`src/hdl/mtts_pkg.sv`:
```
package mtts_pkg;

  localparam int unsigned TimerSlots = 16;
  localparam int unsigned SlotBits   = 4;
  localparam int unsigned TimeBits   = 48;
  localparam int unsigned IdBits     = 32;
  localparam int unsigned CountBits  = 5;

  localparam logic [TimeBits-1:0] TimeMax = {TimeBits{1'b1}};

  localparam logic [1:0] CmdAdd     = 2'd0;
  localparam logic [1:0] CmdCancel  = 2'd1;
  localparam logic [1:0] CmdTick    = 2'd2;
  localparam logic [1:0] CmdIgnored = 2'd3;

  localparam logic [2:0] KindAdded  = 3'd0;
  localparam logic [2:0] KindFull   = 3'd1;
  localparam logic [2:0] KindCancel = 3'd2;
  localparam logic [2:0] KindFired  = 3'd3;
  localparam logic [2:0] KindDone   = 3'd4;

  // Commands from the controller to the datapath.
  typedef struct packed {
    logic do_add;
    logic do_cancel;
    logic do_advance;   // elapsed += delta (saturating), take a pending snapshot
    logic do_scan_clr;  // start a minimum search
    logic do_scan;      // visit one slot of the search
    logic do_fire;      // fire the picked slot
    logic do_free;      // free all cancelled slots
    logic [SlotBits-1:0] scan_idx;
  } mtts_cmd_t;

  // Status from the datapath.
  typedef struct packed {
    logic has_free;
    logic found;
    logic pick_valid;
    logic [IdBits-1:0] pick_id;
    logic [IdBits-1:0] next_id;
    logic [CountBits-1:0] used_cnt;
    logic [CountBits-1:0] freed_cnt;
  } mtts_stat_t;

  function automatic logic [TimeBits-1:0] sat_add(input logic [TimeBits-1:0] a,
                                                  input logic [IdBits-1:0] b);
    logic [TimeBits:0] s;
    s = {1'b0, a} + {{(TimeBits-IdBits+1){1'b0}}, b};
    return s[TimeBits] ? TimeMax : s[TimeBits-1:0];
  endfunction

endpackage

```
`src/hdl/mtts_datapath.sv`:
```
module mtts_datapath
  import mtts_pkg::*;
(
  input  logic                clk_i,
  input  logic                rst_ni,
  input  logic                cfg_we_i,
  input  logic [IdBits-1:0]   cfg_wdata_i,
  input  mtts_cmd_t           cmd_i,
  input  logic [IdBits-1:0]   interval_i,
  input  logic                repeat_i,
  input  logic [IdBits-1:0]   cancel_id_i,
  input  logic [IdBits-1:0]   delta_i,
  output mtts_stat_t          stat_o
);

  logic [TimerSlots-1:0] used_q, canc_q, pend_q;
  logic [TimerSlots-1:0] rep_q;
  logic [IdBits-1:0]     ident_q [TimerSlots];
  logic [IdBits-1:0]     intv_q  [TimerSlots];
  logic [TimeBits-1:0]   due_q   [TimerSlots];
  logic [TimeBits-1:0]   elapsed_q;
  logic [IdBits-1:0]     next_q;
  logic                  pick_v_q;
  logic [SlotBits-1:0]   pick_q;
  logic [IdBits-1:0]     pick_id_q;

  logic [SlotBits-1:0]   free_idx;
  logic                  has_free;
  logic [TimerSlots-1:0] match;
  logic [TimeBits-1:0]   elapsed_n;
  logic [IdBits-1:0]     intv_n;

  always_comb begin
    has_free = 1'b0;
    free_idx = '0;
    for (int i = TimerSlots - 1; i >= 0; i--) begin
      if (!used_q[i]) begin
        has_free = 1'b1;
        free_idx = SlotBits'(i);
      end
    end
    for (int i = 0; i < TimerSlots; i++) begin
      match[i] = used_q[i] && (ident_q[i] == cancel_id_i);
    end
    elapsed_n = sat_add(elapsed_q, delta_i);
    intv_n    = (interval_i == '0) ? IdBits'(1) : interval_i;
  end

  always_ff @(posedge clk_i or negedge rst_ni) begin
    if (!rst_ni) begin
      used_q    <= '0;
      canc_q    <= '0;
      pend_q    <= '0;
      elapsed_q <= '0;
      next_q    <= IdBits'(1);
      pick_v_q  <= 1'b0;
    end else begin
      if (cfg_we_i) begin
        next_q <= cfg_wdata_i;
      end
      if (cmd_i.do_add && has_free) begin
        used_q[free_idx] <= 1'b1;
        canc_q[free_idx] <= 1'b0;
        next_q           <= next_q + IdBits'(1);
      end
      if (cmd_i.do_cancel) begin
        canc_q <= canc_q | match;
      end
      if (cmd_i.do_advance) begin
        elapsed_q <= elapsed_n;
        for (int i = 0; i < TimerSlots; i++) begin
          pend_q[i] <= used_q[i] && !canc_q[i] && (elapsed_n >= due_q[i]);
        end
      end
      if (cmd_i.do_scan_clr) begin
        pick_v_q <= 1'b0;
      end
      if (cmd_i.do_scan && pend_q[cmd_i.scan_idx] &&
          (!pick_v_q || ident_q[cmd_i.scan_idx] < pick_id_q)) begin
        pick_v_q <= 1'b1;
      end
      if (cmd_i.do_fire) begin
        pend_q[pick_q] <= 1'b0;
        if (!rep_q[pick_q]) begin
          canc_q[pick_q] <= 1'b1;
        end
      end
      if (cmd_i.do_free) begin
        used_q <= used_q & ~canc_q;
        canc_q <= '0;
      end
    end
  end

  always_ff @(posedge clk_i) begin
    if (cmd_i.do_add && has_free) begin
      rep_q[free_idx]   <= repeat_i;
      ident_q[free_idx] <= next_q;
      intv_q[free_idx]  <= intv_n;
      due_q[free_idx]   <= sat_add(elapsed_q, intv_n);
    end
    if (cmd_i.do_scan && pend_q[cmd_i.scan_idx] &&
        (!pick_v_q || ident_q[cmd_i.scan_idx] < pick_id_q)) begin
      pick_q    <= cmd_i.scan_idx;
      pick_id_q <= ident_q[cmd_i.scan_idx];
    end
    if (cmd_i.do_fire && rep_q[pick_q]) begin
      due_q[pick_q] <= sat_add(elapsed_q, intv_q[pick_q]);
    end
  end

  always_comb begin
    stat_o.has_free   = has_free;
    stat_o.found      = |match;
    stat_o.pick_valid = pick_v_q;
    stat_o.pick_id    = pick_id_q;
    stat_o.next_id    = next_q;
    stat_o.used_cnt   = CountBits'($countones(used_q));
    stat_o.freed_cnt  = CountBits'($countones(used_q & ~canc_q));
  end

endmodule

```
`src/hdl/mtts_ctrl.sv`:
```
module mtts_ctrl
  import mtts_pkg::*;
(
  input  logic                clk_i,
  input  logic                rst_ni,
  input  logic                in_valid_i,
  output logic                in_ready_o,
  input  logic [1:0]          command_i,
  output mtts_cmd_t           cmd_o,
  input  mtts_stat_t          stat_i,
  output logic                out_valid_o,
  input  logic                out_ready_i,
  output logic [2:0]          kind_o,
  output logic [IdBits-1:0]   timer_id_o,
  output logic                found_o,
  output logic [CountBits-1:0] count_o,
  output logic                last_o
);

  typedef enum logic [2:0] {
    StIdle, StAdvance, StScan, StDecide, StWaitFire, StWaitDone
  } state_e;

  state_e              state_q;
  logic [SlotBits-1:0] idx_q;
  logic                ov_q;
  logic [2:0]          kind_q;
  logic [IdBits-1:0]   id_q;
  logic                found_q;
  logic [CountBits-1:0] cnt_q;
  logic                last_q;

  logic accept;
  logic out_free;
  logic ov_set;

  assign out_free   = !ov_q || out_ready_i;
  assign in_ready_o = (state_q == StIdle) && out_free;
  assign accept     = in_valid_i && in_ready_o;

  // A new result word is loaded after add or cancel and at every decision step.
  assign ov_set = (accept && (command_i inside {CmdAdd, CmdCancel})) ||
                  ((state_q == StDecide) && out_free);

  always_comb begin
    cmd_o = '0;
    cmd_o.scan_idx = idx_q;
    case (state_q)
      StIdle: begin
        cmd_o.do_add     = accept && (command_i == CmdAdd);
        cmd_o.do_cancel  = accept && (command_i == CmdCancel);
        // The delta is only on the bus while the word is accepted.
        cmd_o.do_advance = accept && (command_i == CmdTick);
      end
      StAdvance: begin
        cmd_o.do_scan_clr = 1'b1;
      end
      StScan: cmd_o.do_scan = 1'b1;
      StDecide: begin
        if (out_free) begin
          cmd_o.do_fire = stat_i.pick_valid;
          cmd_o.do_free = !stat_i.pick_valid;
          cmd_o.do_scan_clr = 1'b1;
        end
      end
      default: ;
    endcase
  end

  always_ff @(posedge clk_i or negedge rst_ni) begin
    if (!rst_ni) begin
      state_q <= StIdle;
      idx_q   <= '0;
      ov_q    <= 1'b0;
      kind_q  <= KindDone;
      id_q    <= '0;
      found_q <= 1'b0;
      cnt_q   <= '0;
      last_q  <= 1'b0;
    end else begin
      if (ov_set) begin
        ov_q <= 1'b1;
      end else if (ov_q && out_ready_i) begin
        ov_q <= 1'b0;
      end
      case (state_q)
        StIdle: begin
          if (accept) begin
            case (command_i)
              CmdAdd: begin
                kind_q  <= stat_i.has_free ? KindAdded : KindFull;
                id_q    <= stat_i.has_free ? stat_i.next_id : '0;
                found_q <= 1'b0;
                cnt_q   <= stat_i.used_cnt + CountBits'(stat_i.has_free);
                last_q  <= 1'b1;
              end
              CmdCancel: begin
                kind_q  <= KindCancel;
                id_q    <= '0;
                found_q <= stat_i.found;
                cnt_q   <= stat_i.used_cnt;
                last_q  <= 1'b1;
              end
              CmdTick: state_q <= StAdvance;
              default: ;
            endcase
          end
        end
        StAdvance: begin
          idx_q   <= '0;
          state_q <= StScan;
        end
        StScan: begin
          idx_q <= idx_q + SlotBits'(1);
          if (idx_q == SlotBits'(TimerSlots - 1)) begin
            state_q <= StDecide;
          end
        end
        StDecide: begin
          if (out_free) begin
            found_q <= 1'b0;
            if (stat_i.pick_valid) begin
              kind_q  <= KindFired;
              id_q    <= stat_i.pick_id;
              cnt_q   <= stat_i.used_cnt;
              last_q  <= 1'b0;
              idx_q   <= '0;
              state_q <= StScan;
            end else begin
              kind_q  <= KindDone;
              id_q    <= '0;
              cnt_q   <= stat_i.freed_cnt;
              last_q  <= 1'b1;
              state_q <= StIdle;
            end
          end
        end
        default: state_q <= StIdle;
      endcase
    end
  end

  assign out_valid_o = ov_q;
  assign kind_o      = kind_q;
  assign timer_id_o  = id_q;
  assign found_o     = found_q;
  assign count_o     = cnt_q;
  assign last_o      = last_q;

endmodule

```
`src/hdl/multi_timer_table_scheduler.sv`:
```
// Add and cancel: the result word is registered and valid in the cycle after accept.
// Tick: time advances at the accept edge, a setup step follows, then each fired
// timer takes a 16-slot minimum search plus issue, and the done word takes one more
// search; a result word waiting on m_axis_tready stalls the sequence. One input
// word at a time.
// Reset (rst_ni low, asynchronous) empties the table, clears time, next id is 1.
module multi_timer_table_scheduler
  import mtts_pkg::*;
(
  input  logic        clk_i,
  input  logic        rst_ni,
  input  logic        cfg_we_i,
  input  logic [31:0] cfg_wdata_i,
  input  logic        s_axis_tvalid,
  output logic        s_axis_tready,
  // command[1:0], interval_ms[33:2], repeat_flag[34], cancel_id[66:35],
  // delta_ms[98:67], zero fill to 104 bits
  input  logic [103:0] s_axis_tdata,
  output logic        m_axis_tvalid,
  input  logic        m_axis_tready,
  // kind[2:0], timer_id[34:3], found[35], active_count[40:36], zero fill
  output logic [47:0] m_axis_tdata,
  output logic        m_axis_tlast
);

  mtts_cmd_t  cmd;
  mtts_stat_t stat;
  logic [2:0]           kind;
  logic [IdBits-1:0]    tid;
  logic                 fnd;
  logic [CountBits-1:0] cnt;

  mtts_datapath u_dp (
    .clk_i       (clk_i),
    .rst_ni      (rst_ni),
    .cfg_we_i    (cfg_we_i),
    .cfg_wdata_i (cfg_wdata_i),
    .cmd_i       (cmd),
    .interval_i  (s_axis_tdata[33:2]),
    .repeat_i    (s_axis_tdata[34]),
    .cancel_id_i (s_axis_tdata[66:35]),
    .delta_i     (s_axis_tdata[98:67]),
    .stat_o      (stat)
  );

  mtts_ctrl u_ctrl (
    .clk_i       (clk_i),
    .rst_ni      (rst_ni),
    .in_valid_i  (s_axis_tvalid),
    .in_ready_o  (s_axis_tready),
    .command_i   (s_axis_tdata[1:0]),
    .cmd_o       (cmd),
    .stat_i      (stat),
    .out_valid_o (m_axis_tvalid),
    .out_ready_i (m_axis_tready),
    .kind_o      (kind),
    .timer_id_o  (tid),
    .found_o     (fnd),
    .count_o     (cnt),
    .last_o      (m_axis_tlast)
  );

  assign m_axis_tdata = {7'd0, cnt, fnd, tid, kind};

endmodule
```
`config.mk`:
```
export PLATFORM = sky130hd
export DESIGN_NAME = multi_timer_table_scheduler
export DESIGN_NICKNAME = d
export VERILOG_FILES = /design/src/hdl/mtts_pkg.sv /design/src/hdl/mtts_datapath.sv /design/src/hdl/mtts_ctrl.sv /design/src/hdl/multi_timer_table_scheduler.sv
export SDC_FILE = /design/constraint.sdc
export NUM_CORES = 2
export LEC_CHECK = 0
export BUFFER_PORTS_ARGS = -buffer_cell sky130_fd_sc_hd__buf_2
export CELL_PAD_IN_SITES_DETAIL_PLACEMENT = 2
export CELL_PAD_IN_SITES_GLOBAL_PLACEMENT = 2
export CORE_ASPECT_RATIO = 0.7
export CORE_UTILIZATION = 48
export DETAILED_ROUTE_END_ITERATION = 10
export PLACE_DENSITY = 0.95
export SETUP_SLACK_MARGIN = 0.15
export SLEW_MARGIN = 20
export SYNTH_ARGS = -nofsm -noshare
export SYNTH_HDL_FRONTEND = slang
export SYNTH_HIERARCHICAL = 1
export SYNTH_SLANG_ARGS = --single-unit
```
`constraint.sdc`:
```
create_clock -name clk_i -period 21.7 [get_ports clk_i]
set_clock_uncertainty 0.1 [all_clocks]
set_input_delay 3.255 -clock clk_i [delete_from_list [all_inputs] [get_ports clk_i]]
set_output_delay 3.255 -clock clk_i [all_outputs]
set_load 0.02 [all_outputs]
```
==> results.yml, run 1 <==
yosys:
  syn_inst: 9558
  synth_top_cell_by_area: "edfxtp_1"
  synth.area.top_cells: "edfxtp_1 (48%), ha_1 (10%), mux4_2 (6.5%)"
  avgSynthCellArea_um2: 11.9
  yosysWarnings: 6
  synth-async-reset-ratio_pct: 8.79
  ys_ff_latch: 2026
  syn_area_um2: 114000
  ys_seq_area_share_pct: 52.5
  synth-edff-count: 1844
  synth.top_cell.area_share_pct: 48.5
  synthDistinctLibCells: 99
  ys.flop_type: "edfxtp_1"
status:
  status: "stopped before the end"
  stop_stage: "detailed placement"
  error_line: "[ERROR DPL-0033] detailed placement checks failed during check placement."
floorplanning:
  start_util_pct: 48.4
  io_pins: 192
  fp-row-count: 149
  die_w_um: 585
  die_y_um: 410
placement:
  numPortBuffers: 179
  place.gp.congestion: 1.06
  hpwl_um: 429000
[cells by family after synthesis]
| family | Yosys count | share of synthesized area (%) |
|---|---|---|
| flops | 2026 | 52.5 |
| simple gates | 2048 | 8.58 |
| xor+xnor | 609 | 4.67 |
| fa+ha+maj | 937 | 10.4 |
| buf+inv | 1432 | 4.98 |
| other cells | 1 | 0.00328 |
| compound gates | 1967 | 10.4 |
| mux | 538 | 8.51 |
[stage by stage]
step                    std cells  setup slack [ns]  hold slack, ns  cell area [um2]
after floorplan              9564             10.36           0.340           114000
after global placement      12590             10.11           0.356           119000
[cell usage after synthesis, drive strengths merged (252+ instances only)]
| cell type | n |
|---|---|
| edfxtp | 1844 |
| a21oi | 932 |
| ha | 914 |
| inv | 868 |
| nor2 | 768 |
| xnor2 | 509 |
| clkbuf | 387 |
| nand2 | 346 |
| mux4 | 329 |
| o21ai | 320 |
| nand4 | 264 |
| a21o | 252 |
==> run 2, diff against run 1 <==
--- a/config.mk
+++ b/config.mk
@@ -6,13 +6,9 @@
 export NUM_CORES = 2
 export LEC_CHECK = 0
 export BUFFER_PORTS_ARGS = -buffer_cell sky130_fd_sc_hd__buf_2
-export CELL_PAD_IN_SITES_DETAIL_PLACEMENT = 2
-export CELL_PAD_IN_SITES_GLOBAL_PLACEMENT = 2
-export CORE_ASPECT_RATIO = 0.7
-export CORE_UTILIZATION = 48
+export CORE_UTILIZATION = 40
 export DETAILED_ROUTE_END_ITERATION = 10
-export PLACE_DENSITY = 0.95
-export SETUP_SLACK_MARGIN = 0.15
+export PLACE_DENSITY_LB_ADDON = 0.15
 export SLEW_MARGIN = 20
 export SYNTH_ARGS = -nofsm -noshare
 export SYNTH_HDL_FRONTEND = slang
==> run 2 against run 1 <==
Synthesized area is the same. Synthesized cell count did not move. The flow now finishes without violations.
==> results.yml, run 2 <==
cts:
  clkTransAtPathRegs_ns: 0.06
  worstSkewPairLatency_ns: 0.96
  cts_root_buf: "clkbuf_16"
  cts_tree: "built"
  cts_sinks: 2026
  clock_path_buffers: 4
  cts_buffers: 230
  htreeDepth: 4
  cts_setup_buffers: 0
  cts_resized: 0
  ctsHoldBuffers: 0
global_route:
  grt_pass1_vias: 77391
  use_met2_pct: 44.0
  use_met1_pct: 38.3
  grt_max_degree: 81
  grt_overflow: 0
  grt_first_pass_wirelength_um: 575000
  grtUsageMet3_pct: 4.74
  grtUsageTotal_pct: 28.0
  busiest_layer: "met2"
  antenna_found_initial: 31
finish:
  multi_input_area_um2: 49400
  mostFrequentLayoutCells: "edfxtp_1 (1844), a21oi_1 (923), ha_1 (914)"
  syn_to_final_growth_pct: 11.5
  final-seq-area_um2: 59900
  drive_gt1_share_pct: 13.2
  fillers: 25816
  largest_register_ffs: 768
  nets: 10710
  top_regs: "u_dp/due_q: 768 flops, u_dp/ident_q: 512 flops, u_dp/intv_q: 512 flops"
  design_area_um2: 127000
  layout_commonest_cell: "edfxtp_1"
  regMostFlops: "u_dp/due_q"
power:
  leakage_nw: 50.7
  pwr-share-clk_pct: 21.0
  power.switching_mw: 8.56
  intPower_mw: 10.4
  combinationalPowerShare_pct: 52.3
  p_per_area_nw_per_um2: 149
  seqPwrFrac_pct: 26.7
  max-vdd-ir-drop_uv: 184
  p_sw_share_pct: 45.2
  finalPower_mw: 18.9
timing:
  setup_viol: 0
  post-route-min-period_ns: 10.17
  max_freq_mhz: 98.3
  finalCritPeriodShare_pct: 46.9
  max_slew_margin_pct: 8.18
  worst_slack_ns: 11.53
  rsz0062_at_grt: "false"
  timing.hold.ws_ns: 0.399
  slew_viol_final: 0
  worst_pin_slew_ns: 1.36
  setup_tns_ns: 0
  hold_viol: 0
setup_path:
  worstPathArrival_ns: 10.78
  r2r_slack_ns: 13.37
  end_kind: "flop"
  cp-start-kind: "primary input"
  worstPathMaxFanout: 61
  reg2reg_depth: 15
  crit_required_ns: 22.31
  crit_type: "primary input to flop"
placement:
  dpl_cell_area_um2: 120000
  numPortBuffers: 179
  preCtsSetupSlack_ns: 10.42
  place.gp.congestion: 1.00
  hpwl_um: 275000
yosys:
  synth-edff-count: 1844
  ys_seq_area_share_pct: 52.5
  yosysWarnings: 6
  ys.flop_type: "edfxtp_1"
  synth_most_common_cell: "edfxtp_1"
  synth_top_cells_by_count: "edfxtp_1 (1844), a21oi_1 (928), ha_1 (914), inv_1 (868), nor2_1 (757)"
  avgSynthCellArea_um2: 11.9
  synth_top_cell_by_area: "edfxtp_1"
  syn_area_um2: 114000
  syn_inst: 9558
  synth.top_cell.area_share_pct: 48.5
  synthDistinctLibCells: 99
  synth.area.top_cells: "edfxtp_1 (48%), ha_1 (10%), mux4_2 (6.5%)"
  ys_ff_latch: 2026
  synth-async-reset-ratio_pct: 8.79
worst_hold_path:
  hold_class: "flop to flop"
  min_path_cells: 1
drt:
  route.final.wire_length_um: 410000
  wire_per_inst_um: 30.2
  vias: 80636
  first_pass_iters: 9
  viasPerCell: 5.94
  drtIter0Drc: 9300
  ant_nets: 0
  drc: 0
floorplanning:
  core_um2: 283000
  die_w_um: 536
  io_pins: 192
  die-area_um2: 288000
  fp-row-count: 195
  die_y_um: 536
  start_util_pct: 40.4
flow_run:
  cap_violations: 0
status:
  status: "completed"
## run 2: cell counts after synthesis
No cell type changed its count.
## run 2: final timing paths
kind                                                from                                end
worst max register to register                      flop         u_dp/due_q[9][1]$_DFFE_PP_
worst min-delay path            u_dp/canc_q[2]$_DFF_PN0_         u_dp/used_q[2]$_DFFE_PN0P_
max in group asynchronous                         rst_ni     u_dp/elapsed_q[11]$_DFFE_PN0P_
worst min register to register  u_dp/canc_q[2]$_DFF_PN0_         u_dp/used_q[2]$_DFFE_PN0P_
min in group asynchronous                         rst_ni  u_ctrl/timer_id_o[21]$_DFFE_PN0P_
worst max-delay path                    s_axis_tdata[67]           u_dp/pend_q[9]$_DFF_PN0_
## run 2: routing by layer
metal | routed length (um) | vias up
li1 | - | 35417
met1 | 169000 | 40770
met2 | 186000 | 3700
met3 | 35400 | 713
met4 | 19500 | 36
met5 | 218 | -
## run 2: cell families (layout without fill, tap and decap cells)
family,after synthesis,after routing,share of synthesized area (%)
simple gates,2048,2048,8.58
flops,2026,2026,52.5
compound gates,1967,1967,10.4
buf+inv,1432,1691,4.98
fa+ha+maj,937,937,10.4
xor+xnor,609,609,4.67
mux,538,538,8.51
other cells,1,14,0.00328
## run 2: power groups by stage
stage                     Clock, mW  Sequential, mW  Combinational (mW)
after global routing           4.17            5.07                10.6
after global placement            0            5.12                9.50
after floorplan                   0            5.00                5.91
after detailed placement          0            5.13                9.70
after CTS                      4.04            5.05                9.74
final                          3.98            5.05                9.91
## run 2: per-stage QoR
step / cells / util (%)
after floorplan: 9564 / -
after global placement: 13143 / 42.3
after detailed placement: 13143 / 42.3
after CTS: 13566 / 45.0
after global routing: 13572 / 45.0
final: 13573 / 45.0
## run 2: cell type report
type                            count  area share (%)
Tap cell                         3743            3.68
Clock buffer                      285            4.81
Sequential cell                  2026            47.0
Multi-Input combinational cell   6106            38.8
Inverter                          869            2.57
Clock inverter                    138            1.08
Timing Repair Buffer              399            2.02
Antenna cell                        7          0.0137
## run 2: critical path: stages
cell      delay, ns
buf_2          0.10
ha_1           0.22
fa_1           0.41
a21o_1         0.22
a22oi_1        0.28
o32a_1         0.32
o31ai_2        0.16
a21oi_1        0.33
nor2b_1        0.13
a41o_1         0.26
buf_4          0.24
nand2_4        0.24
buf_4          0.63
nand2_1        0.13
buf_4          0.29
ha_1           0.33
a21o_1         0.18
a211o_1        0.33
nor2_1         0.09
o211a_1        0.15
o31ai_1        0.16
a221oi_1       0.84
o31a_1         0.50
nor3_1         0.12
o21ai_1        0.55
a211oi_1       0.18
Power figures use the tool's default switching activity.
